File: src/rc4_pkg.sv
`timescale 1ns / 1ps

package rc4_pkg;

  localparam int BYTE_W            = 8;
  localparam int SBOX_DEPTH        = 256;
  localparam int MAX_KEY_BYTES_DEF = 256;

  localparam logic KIND_KEY  = 1'b0;
  localparam logic KIND_DATA = 1'b1;

  typedef logic [BYTE_W-1:0] byte_t;

  typedef enum logic [3:0] {
    ST_IDLE,
    ST_RFILL,
    ST_FILL,
    ST_SCH0,
    ST_SCH1,
    ST_SCH2,
    ST_SCH3,
    ST_SEND,
    ST_K0,
    ST_K1,
    ST_K2,
    ST_K3,
    ST_K4,
    ST_K5
  } step_t;

  typedef enum logic [1:0] {NX_GOTO, NX_IEND, NX_DISPATCH, NX_OUTWAIT} nx_t;
  typedef enum logic [2:0] {RA_NONE, RA_I, RA_I_INC, RA_J_RD, RA_J_RDK, RA_T} ra_t;
  typedef enum logic [1:0] {WR_NONE, WR_I_I, WR_I_RD, WR_J_SI} wr_t;
  typedef enum logic [1:0] {I_HOLD, I_INC, I_CLR} iop_t;
  typedef enum logic [1:0] {J_HOLD, J_RD, J_RDK, J_CLR} jop_t;

  typedef struct packed {
    nx_t   nx;
    step_t target;
    step_t alt;
    ra_t   ra;
    wr_t   wr;
    iop_t  iop;
    jop_t  jop;
    logic  si_ld;
    logic  sj_ld;
    logic  key_rd;
    logic  kidx_adv;
    logic  key_clr;
    logic  out_ld;
  } ctrl_t;

  typedef struct packed {
    logic i_max;
    logic out_free;
  } stat_t;

  // Microprogram: one control word per step.
  function automatic ctrl_t ucode(step_t pc);
    ctrl_t c;
    c = '0;
    c.nx     = NX_GOTO;
    c.target = ST_IDLE;
    c.alt    = ST_IDLE;
    c.ra     = RA_NONE;
    c.wr     = WR_NONE;
    c.iop    = I_HOLD;
    c.jop    = J_HOLD;
    unique case (pc)
      ST_IDLE: begin
        c.nx = NX_DISPATCH;
      end
      ST_RFILL: begin
        c.wr     = WR_I_I;
        c.iop    = I_INC;
        c.nx     = NX_IEND;
        c.target = ST_IDLE;
        c.alt    = ST_RFILL;
      end
      ST_FILL: begin
        c.wr     = WR_I_I;
        c.iop    = I_INC;
        c.nx     = NX_IEND;
        c.target = ST_SCH0;
        c.alt    = ST_FILL;
      end
      ST_SCH0: begin
        c.ra     = RA_I;
        c.key_rd = 1'b1;
        c.target = ST_SCH1;
      end
      ST_SCH1: begin
        c.si_ld  = 1'b1;
        c.jop    = J_RDK;
        c.ra     = RA_J_RDK;
        c.target = ST_SCH2;
      end
      ST_SCH2: begin
        c.wr     = WR_I_RD;
        c.target = ST_SCH3;
      end
      ST_SCH3: begin
        c.wr       = WR_J_SI;
        c.iop      = I_INC;
        c.kidx_adv = 1'b1;
        c.nx       = NX_IEND;
        c.target   = ST_SEND;
        c.alt      = ST_SCH0;
      end
      ST_SEND: begin
        c.iop     = I_CLR;
        c.jop     = J_CLR;
        c.key_clr = 1'b1;
        c.target  = ST_IDLE;
      end
      ST_K0: begin
        c.iop    = I_INC;
        c.ra     = RA_I_INC;
        c.target = ST_K1;
      end
      ST_K1: begin
        c.si_ld  = 1'b1;
        c.jop    = J_RD;
        c.ra     = RA_J_RD;
        c.target = ST_K2;
      end
      ST_K2: begin
        c.sj_ld  = 1'b1;
        c.wr     = WR_I_RD;
        c.target = ST_K3;
      end
      ST_K3: begin
        c.wr     = WR_J_SI;
        c.target = ST_K4;
      end
      ST_K4: begin
        c.ra     = RA_T;
        c.target = ST_K5;
      end
      ST_K5: begin
        c.out_ld = 1'b1;
        c.nx     = NX_OUTWAIT;
        c.target = ST_IDLE;
        c.alt    = ST_K5;
      end
      default: begin
        c.target = ST_IDLE;
      end
    endcase
    return c;
  endfunction

endpackage

File: src/rc4_sequencer.sv
`timescale 1ns / 1ps

module rc4_sequencer (
  input  logic            clk,
  input  logic            rst,
  input  logic            in_valid,
  input  logic            in_kind,
  input  logic            in_last,
  input  rc4_pkg::stat_t  st,
  output rc4_pkg::ctrl_t  ctrl,
  output logic            in_ready
);

  rc4_pkg::step_t pc;
  rc4_pkg::step_t pc_next;
  logic           in_acc;

  assign ctrl     = rc4_pkg::ucode(pc);
  assign in_ready = (ctrl.nx == rc4_pkg::NX_DISPATCH);
  assign in_acc   = in_valid && in_ready;

  always_ff @(posedge clk) begin
    if (rst) begin
      pc <= rc4_pkg::ST_RFILL;
    end else begin
      pc <= pc_next;
    end
  end

  always_comb begin
    pc_next = pc;
    unique case (ctrl.nx)
      rc4_pkg::NX_GOTO: begin
        pc_next = ctrl.target;
      end
      rc4_pkg::NX_IEND: begin
        pc_next = st.i_max ? ctrl.target : ctrl.alt;
      end
      rc4_pkg::NX_OUTWAIT: begin
        pc_next = st.out_free ? ctrl.target : ctrl.alt;
      end
      rc4_pkg::NX_DISPATCH: begin
        if (in_acc) begin
          if (in_kind == rc4_pkg::KIND_DATA) begin
            pc_next = rc4_pkg::ST_K0;
          end else if (in_last) begin
            pc_next = rc4_pkg::ST_FILL;
          end
        end
      end
      default: begin
        pc_next = rc4_pkg::ST_IDLE;
      end
    endcase
  end

  a_data_starts_gen: assert property (@(posedge clk) disable iff (rst)
    (in_acc && in_kind == rc4_pkg::KIND_DATA) |=> pc == rc4_pkg::ST_K0)
    else $error("data request did not start the generator");

  a_last_key_starts_sched: assert property (@(posedge clk) disable iff (rst)
    (in_acc && in_kind == rc4_pkg::KIND_KEY && in_last) |=> pc == rc4_pkg::ST_FILL)
    else $error("final key byte did not start the schedule");

  a_sched_loops: assert property (@(posedge clk) disable iff (rst)
    (pc == rc4_pkg::ST_SCH3 && !st.i_max) |=> pc == rc4_pkg::ST_SCH0)
    else $error("schedule left its loop early");

  a_out_stall_holds: assert property (@(posedge clk) disable iff (rst)
    (pc == rc4_pkg::ST_K5 && !st.out_free) |=> pc == rc4_pkg::ST_K5)
    else $error("result dropped while output was full");

endmodule

File: src/rc4_datapath.sv
`timescale 1ns / 1ps

module rc4_datapath #(
  parameter int MAX_KEY_BYTES = rc4_pkg::MAX_KEY_BYTES_DEF
) (
  input  logic                       clk,
  input  logic                       rst,
  input  rc4_pkg::ctrl_t             ctrl,
  input  logic                       in_acc,
  input  logic                       in_kind,
  input  logic [rc4_pkg::BYTE_W-1:0] in_value,
  input  logic                       in_last,
  output rc4_pkg::stat_t             st,
  output logic                       out_valid,
  input  logic                       out_ready,
  output logic [rc4_pkg::BYTE_W-1:0] out_value,
  output logic                       out_last
);

  localparam int CW = $clog2(MAX_KEY_BYTES + 1);
  localparam int KW = (MAX_KEY_BYTES > 1) ? $clog2(MAX_KEY_BYTES) : 1;

  rc4_pkg::byte_t sbox [rc4_pkg::SBOX_DEPTH];
  rc4_pkg::byte_t key_store [MAX_KEY_BYTES];

  rc4_pkg::byte_t i, i_next;
  rc4_pkg::byte_t j, j_next;
  rc4_pkg::byte_t rd;
  rc4_pkg::byte_t key_q;
  rc4_pkg::byte_t si;
  rc4_pkg::byte_t sj;
  rc4_pkg::byte_t dbyte;
  logic           dlast;
  logic [CW-1:0]  key_count;
  logic [KW-1:0]  kidx;
  logic [CW-1:0]  key_len;
  logic           kidx_wrap;
  logic           key_acc;
  logic           key_wr;

  rc4_pkg::byte_t j_rd, j_rdk;
  rc4_pkg::byte_t ra, wa, wd;
  logic           re, we;

  assign j_rd  = j + rd;
  assign j_rdk = j_rd + key_q;

  assign key_acc = in_acc && (in_kind == rc4_pkg::KIND_KEY);
  assign key_wr  = key_acc && (key_count < CW'(MAX_KEY_BYTES));

  // An empty key behaves as length one.
  assign key_len   = (key_count == '0) ? CW'(1) : key_count;
  assign kidx_wrap = (CW'(kidx) + CW'(1)) == key_len;

  assign st.i_max    = (i == rc4_pkg::byte_t'(rc4_pkg::SBOX_DEPTH - 1));
  assign st.out_free = !out_valid || out_ready;

  always_comb begin
    re = 1'b1;
    ra = i;
    unique case (ctrl.ra)
      rc4_pkg::RA_NONE:  re = 1'b0;
      rc4_pkg::RA_I:     ra = i;
      rc4_pkg::RA_I_INC: ra = i + 8'd1;
      rc4_pkg::RA_J_RD:  ra = j_rd;
      rc4_pkg::RA_J_RDK: ra = j_rdk;
      rc4_pkg::RA_T:     ra = si + sj;
      default:           re = 1'b0;
    endcase
  end

  always_comb begin
    we = 1'b1;
    wa = i;
    wd = i;
    unique case (ctrl.wr)
      rc4_pkg::WR_NONE: we = 1'b0;
      rc4_pkg::WR_I_I: begin
        wa = i;
        wd = i;
      end
      rc4_pkg::WR_I_RD: begin
        wa = i;
        wd = rd;
      end
      rc4_pkg::WR_J_SI: begin
        wa = j;
        wd = si;
      end
      default: we = 1'b0;
    endcase
  end

  always_comb begin
    i_next = i;
    unique case (ctrl.iop)
      rc4_pkg::I_HOLD: i_next = i;
      rc4_pkg::I_INC:  i_next = i + 8'd1;
      rc4_pkg::I_CLR:  i_next = '0;
      default:         i_next = i;
    endcase
    j_next = j;
    unique case (ctrl.jop)
      rc4_pkg::J_HOLD: j_next = j;
      rc4_pkg::J_RD:   j_next = j_rd;
      rc4_pkg::J_RDK:  j_next = j_rdk;
      rc4_pkg::J_CLR:  j_next = '0;
      default:         j_next = j;
    endcase
    // The final key byte resets both indices before the box is refilled.
    if (key_acc && in_last) begin
      i_next = '0;
      j_next = '0;
    end
  end

  always_ff @(posedge clk) begin
    if (we) begin
      sbox[wa] <= wd;
    end
    if (re) begin
      rd <= sbox[ra];
    end
  end

  always_ff @(posedge clk) begin
    if (key_wr) begin
      key_store[key_count[KW-1:0]] <= in_value;
    end
    if (ctrl.key_rd) begin
      key_q <= key_store[kidx];
    end
  end

  always_ff @(posedge clk) begin
    if (rst) begin
      i         <= '0;
      j         <= '0;
      key_count <= '0;
      kidx      <= '0;
      out_valid <= 1'b0;
    end else begin
      i <= i_next;
      j <= j_next;
      if (ctrl.key_clr) begin
        key_count <= '0;
        kidx      <= '0;
      end else begin
        if (key_wr) begin
          key_count <= key_count + CW'(1);
        end
        if (ctrl.kidx_adv) begin
          kidx <= kidx_wrap ? '0 : kidx + KW'(1);
        end
      end
      if (ctrl.out_ld && st.out_free) begin
        out_valid <= 1'b1;
      end else if (out_ready) begin
        out_valid <= 1'b0;
      end
    end
  end

  always_ff @(posedge clk) begin
    if (ctrl.si_ld) begin
      si <= rd;
    end
    if (ctrl.sj_ld) begin
      sj <= rd;
    end
    if (in_acc && in_kind == rc4_pkg::KIND_DATA) begin
      dbyte <= in_value;
      dlast <= in_last;
    end
    if (ctrl.out_ld && st.out_free) begin
      out_value <= dbyte ^ rd;
      out_last  <= dlast;
    end
  end

  a_key_count_bound: assert property (@(posedge clk) disable iff (rst)
    key_count <= CW'(MAX_KEY_BYTES))
    else $error("key count ran past the key store");

endmodule

File: src/rc4_stream_cipher_top.sv
`timescale 1ns / 1ps
// Data request: the sequencer steps K0 to K5 and registers the result at K5, where it
// waits while the output is full; the next request is taken only back in IDLE. The S-box
// memory serves the reads and swap writes in turn. Key byte: taken in IDLE. Final key
// byte: identity fill, then SCH0 to SCH3 for each of 256 swaps, then one clean-up step
// before the next request. Reset (synchronous, active high) starts an identity fill of the S-box
// during which no request is accepted; indices and key count come up at zero.
module rc4_stream_cipher_top #(
  parameter int MAX_KEY_BYTES = rc4_pkg::MAX_KEY_BYTES_DEF
) (
  input  logic                       clk,
  input  logic                       rst,
  input  logic                       s_axis_tvalid,
  output logic                       s_axis_tready,
  input  logic [rc4_pkg::BYTE_W-1:0] s_axis_tdata,  // [7:0] value
  input  logic                       s_axis_tuser,  // [0] kind
  input  logic                       s_axis_tlast,
  output logic                       m_axis_tvalid,
  input  logic                       m_axis_tready,
  output logic [rc4_pkg::BYTE_W-1:0] m_axis_tdata,  // [7:0] value_out
  output logic                       m_axis_tlast
);

  rc4_pkg::ctrl_t ctrl;
  rc4_pkg::stat_t st;
  logic           in_acc;

  assign in_acc = s_axis_tvalid && s_axis_tready;

  rc4_sequencer u_seq (
    .clk      (clk),
    .rst      (rst),
    .in_valid (s_axis_tvalid),
    .in_kind  (s_axis_tuser),
    .in_last  (s_axis_tlast),
    .st       (st),
    .ctrl     (ctrl),
    .in_ready (s_axis_tready)
  );

  rc4_datapath #(
    .MAX_KEY_BYTES (MAX_KEY_BYTES)
  ) u_dp (
    .clk       (clk),
    .rst       (rst),
    .ctrl      (ctrl),
    .in_acc    (in_acc),
    .in_kind   (s_axis_tuser),
    .in_value  (s_axis_tdata),
    .in_last   (s_axis_tlast),
    .st        (st),
    .out_valid (m_axis_tvalid),
    .out_ready (m_axis_tready),
    .out_value (m_axis_tdata),
    .out_last  (m_axis_tlast)
  );

endmodule
File: config.mk
export PLATFORM = sky130hd
export DESIGN_NAME = rc4_stream_cipher_top
export DESIGN_NICKNAME = d
export VERILOG_FILES = /design/src/rc4_pkg.sv /design/src/rc4_sequencer.sv /design/src/rc4_datapath.sv /design/src/rc4_stream_cipher_top.sv
export SDC_FILE = /design/constraint.sdc
export NUM_CORES = 2
export LEC_CHECK = 0
export BUFFER_PORTS_ARGS = -buffer_cell sky130_fd_sc_hd__buf_2
export CAP_MARGIN = 0
export CORE_ASPECT_RATIO = 1.5
export CORE_MARGIN = 4
export CORE_UTILIZATION = 43
export DETAILED_ROUTE_END_ITERATION = 6
export GPL_TIMING_DRIVEN = 1
export PLACE_DENSITY_LB_ADDON = 0.12
export SLEW_MARGIN = 20
export SYNTH_ARGS = -nofsm -noshare
export SYNTH_HDL_FRONTEND = slang
export SYNTH_SLANG_ARGS = --single-unit
File: constraint.sdc
create_clock -name clk -period 12.7 [get_ports clk]
set_input_delay 2.54 -clock clk [delete_from_list [all_inputs] [get_ports clk]]
set_output_delay 2.54 -clock clk [all_outputs]
set_load 0.05 [all_outputs]
==> impl_summary.log <==
INFO  metric run_status = finished with violations
INFO  metric failing_checks = DRC
INFO  metric yosysTopAreaCellShare = 75.2%
INFO  metric netSwitchingPower = 11700 uW
INFO  metric synthDominantAreaCellType = sky130_fd_sc_hd__edfxtp_1
INFO  metric switching_share = 31.7%
INFO  metric mostFrequentLayoutCells = sky130_fd_sc_hd__edfxtp_1, sky130_fd_sc_hd__nand2_1, sky130_fd_sc_hd__mux4_2
INFO  metric cts.clk_slew.worst_paths = 70 ps
INFO  metric placed_cell_area = 0.171 mm^2
INFO  metric cell_family_with_most_cp_delay = compound AO/OA/AOI/OAI gates
INFO  metric worstPathCellList = ha_1 > fa_1 > a211oi_1 > nor2_1 > xnor2_1 > inv_1 > ha_1 > o21ai_0 > a21oi_1 > o32a_1 > a21oi_2 > nand3_1 > buf_4 > nor3_1 > nor3_1 > a41oi_1 > a41oi_1
INFO  metric routed-via-count = 85860
INFO  metric pin_count = 25
INFO  metric critical-path-slowest-cell = sky130_fd_sc_hd__nor3_1
INFO  metric placement_rows = 278
INFO  metric yosys_register_bits = 4184
INFO  metric total_leakage_power = 0.0565 uW
INFO  metric cts_sinks = 4184
INFO  metric die_w = 515 um
INFO  metric fin_crit_sh = 54.8%
INFO  metric setup_repair_after_global_routing_missed_its_margin = no
INFO  metric power.share.clock = 32.4%
INFO  metric via_per_inst = 5.93
INFO  metric critPathBufInv = 2
INFO  metric p_seq_share = 43.0%
INFO  metric startpoint = u_dp.rd[0]
INFO  metric critPathCaptureType = flop
INFO  metric drv_cap = 0
INFO  metric area_of_the_die = 0.395 mm^2
INFO  metric hp-class = flop to flop
INFO  metric track_usage = 23.3%
INFO  metric average_size_of_a_mapped_cell = 18.2 um^2
INFO  metric final_cell_area = 0.184 mm^2
INFO  metric setup_violations = 0
INFO  metric initial_utilization = 43.2%
INFO  metric max-slew-margin-rel = 15.3%
INFO  metric place.detailed.hpwl = 283000 um
INFO  metric finalCriticalPeriod = 6960 ps
INFO  metric total_clock_buffers_created_by_cts = 401
INFO  metric finalPower = 36800 uW
INFO  metric route.detailed.drc = 4
INFO  metric avgRoutedWirePerCell = 32.3 um
INFO  metric yosysWarningCount = 0
INFO  metric detailedPlace.worstSlack = 5670 ps
INFO  metric worst_clock_skew = 61.8 ps
INFO  metric crit_required = 13360 ps
INFO  metric asyncSetResetFlopFracSynth = 0%
INFO  metric post_synth_design_cell_area = 0.166 mm^2
INFO  metric ctsHoldBuffers = 0
INFO  metric fp.coreArea = 0.383 mm^2
INFO  metric antenna_found_initial = 10
INFO  metric layout.cells.most_common = sky130_fd_sc_hd__edfxtp_1
INFO  metric fillerInstances = 31711
INFO  metric dominantRegCellSynth = sky130_fd_sc_hd__edfxtp_1
INFO  metric synthesis.nets = 9137
INFO  metric synth_edf_count = 4146
INFO  metric final_net_count = 9150
INFO  metric drtAntennaViolNets = 0
INFO  metric synthesis.instances = 9092
INFO  metric worst_slack = 5740 ps
INFO  metric global_route.overflow_total = 0
INFO  metric clock.fmax = 144 MHz
INFO  metric p_comb_share = 24.6%
INFO  metric post_synth_main_area_contributors = sky130_fd_sc_hd__edfxtp_1, sky130_fd_sc_hd__mux4_2, sky130_fd_sc_hd__nand2_1
INFO  metric clockBufferDepth = 4
INFO  metric worst-endpoint-arrival = 7620 ps
INFO  metric power_density = 200 mW/mm^2
INFO  metric first_global_vias = 87522
INFO  metric internal-power = 25100 uW
INFO  metric final_hold_viol_count = 0
INFO  metric r2r-start = u_dp.rd[0]
INFO  metric vdd_ir_drop_max = 0.000308 V
INFO  metric timing_max_transition_violations_final = 0
INFO  metric worst-path-max-fanout = 13
INFO  metric grt_first_pass_wirelength = 666000 um
INFO  metric cp_slowest_stage_delay = 1010 ps
INFO  metric synth.yosys.seq_area_share = 75.7%
INFO  metric areaGrowthSynthToFinish = 11.2%
INFO  metric chipHeight = 768 um
INFO  metric hp-start = u_dp.dlast
INFO  metric place_congestion = 0.886
INFO  metric port-buffer-count = 24
INFO  metric grt_max_degree = 185
INFO  metric final_layout_size_suffix_gt1_share = 17.5%
INFO  metric h-tree-depth = 5
INFO  metric worst_setup_path_start_kind = flop
INFO  metric ctsRootBufferMaster = sky130_fd_sc_hd__clkbuf_16
INFO  metric synth.lib_cells_used.distinct = 96
INFO  metric fin_tns_setup = 0 ps
INFO  metric detail_route.iter0.violations = 8331
INFO  metric timing_worst_slew_pin_value = 1260 ps
INFO  metric tritoncts = built
INFO  metric timing.setup.critical_path_class = flop to flop
INFO  metric post_cts_resize_count = 0
INFO  metric tritonroute_pass_1_iters = 7
INFO  metric drt_wl_total = 467000 um
INFO  metric post_cts.repair.setup_buffers = 0
INFO  metric worstSkewPairLatency = 950 ps
INFO  metric worst-r2r-setup-slack = 5740 ps
[metal layers]
layer  routed length [um]  part of all wire, %  vias to the layer above  track usage (%)
met4                23400                  5.0                        6             9.83
met1               171000                   36                    45691             27.9
met2               251000                   54                     2808             42.3
met3                22600                  4.8                      744             2.84
met5                   36               0.0077                        -                0
li1                     -                    -                    36611                -
[worst paths after layout]
check        cells past startpoint       endpoint
min reg2reg                      0  u_dp.out_last
max reg2reg                     17     u_dp.rd[7]
min                              0  u_dp.out_last
max                             17     u_dp.rd[7]
[cell usage after synthesis (all sizes together), types with 7 or more instances]
library cell,number
nand2,1044
nor2b,10
a221o,13
or3,12
nor2,622
a41oi,10
o211ai,19
dfxtp,38
inv,15
nor4,16
mux4,789
xnor2,16
o31ai,10
edfxtp,4146
a32oi,74
nor3,70
o21a,7
a31oi,65
nand3b,20
ha,28
a311oi,40
a32o,25
nand3,224
buf,359
and3,65
o221ai,10
a21oi,391
o21ai,73
o22ai,21
a22oi,39
clkbuf,231
mux2i,244
nand2b,19
nor3b,17
a221oi,172
a211oi,13
nand4,8
xor2,26
[cell type report]
class / instances / area [um^2] / area share [%]
Sequential cell: 4184 / 125000 / 68.1
Multi-Input combinational cell: 4302 / 37700 / 20.5
Clock buffer: 496 / 10700 / 5.79
Tap cell: 5040 / 6310 / 3.43
Clock inverter: 226 / 2190 / 1.19
Timing Repair Buffer: 200 / 1820 / 0.989
Inverter: 16 / 60.1 / 0.0326
Antenna cell: 16 / 40.0 / 0.0218
[cells by family (layout without fill, tap and decap cells)]
family,count (synthesis),after routing,share of synthesized area [%]
mux,1034,1034,12.2
simple gates,2152,2152,5.53
other cells,0,16,0
xor+xnor,42,42,0.222
compound gates,1042,1042,4.36
fa+ha+maj,32,32,0.254
buf+inv,606,938,1.76
flops,4184,4184,75.7
[stage by stage]
stage               std cells  util (%)  hold slack [ps]
floorplan                9092         -              400
global placement        13738      44.7              448
detailed placement      13741      44.7              444
CTS                     14463      48.0              465
global route            14472      48.1              467
finish                  14480      48.1              452
[power groups by stage]
stage | combinational [uW] | sequential, uW | clock (uW)
after floorplan | 5850 | 16200 | 0
after global placement | 8980 | 16100 | 0
after detailed placement | 9050 | 16100 | 0
after CTS | 9080 | 15800 | 12100
after global routing | 9600 | 15800 | 12700
final | 9040 | 15800 | 11900
Note: power is estimated with default switching activity, not from simulation.
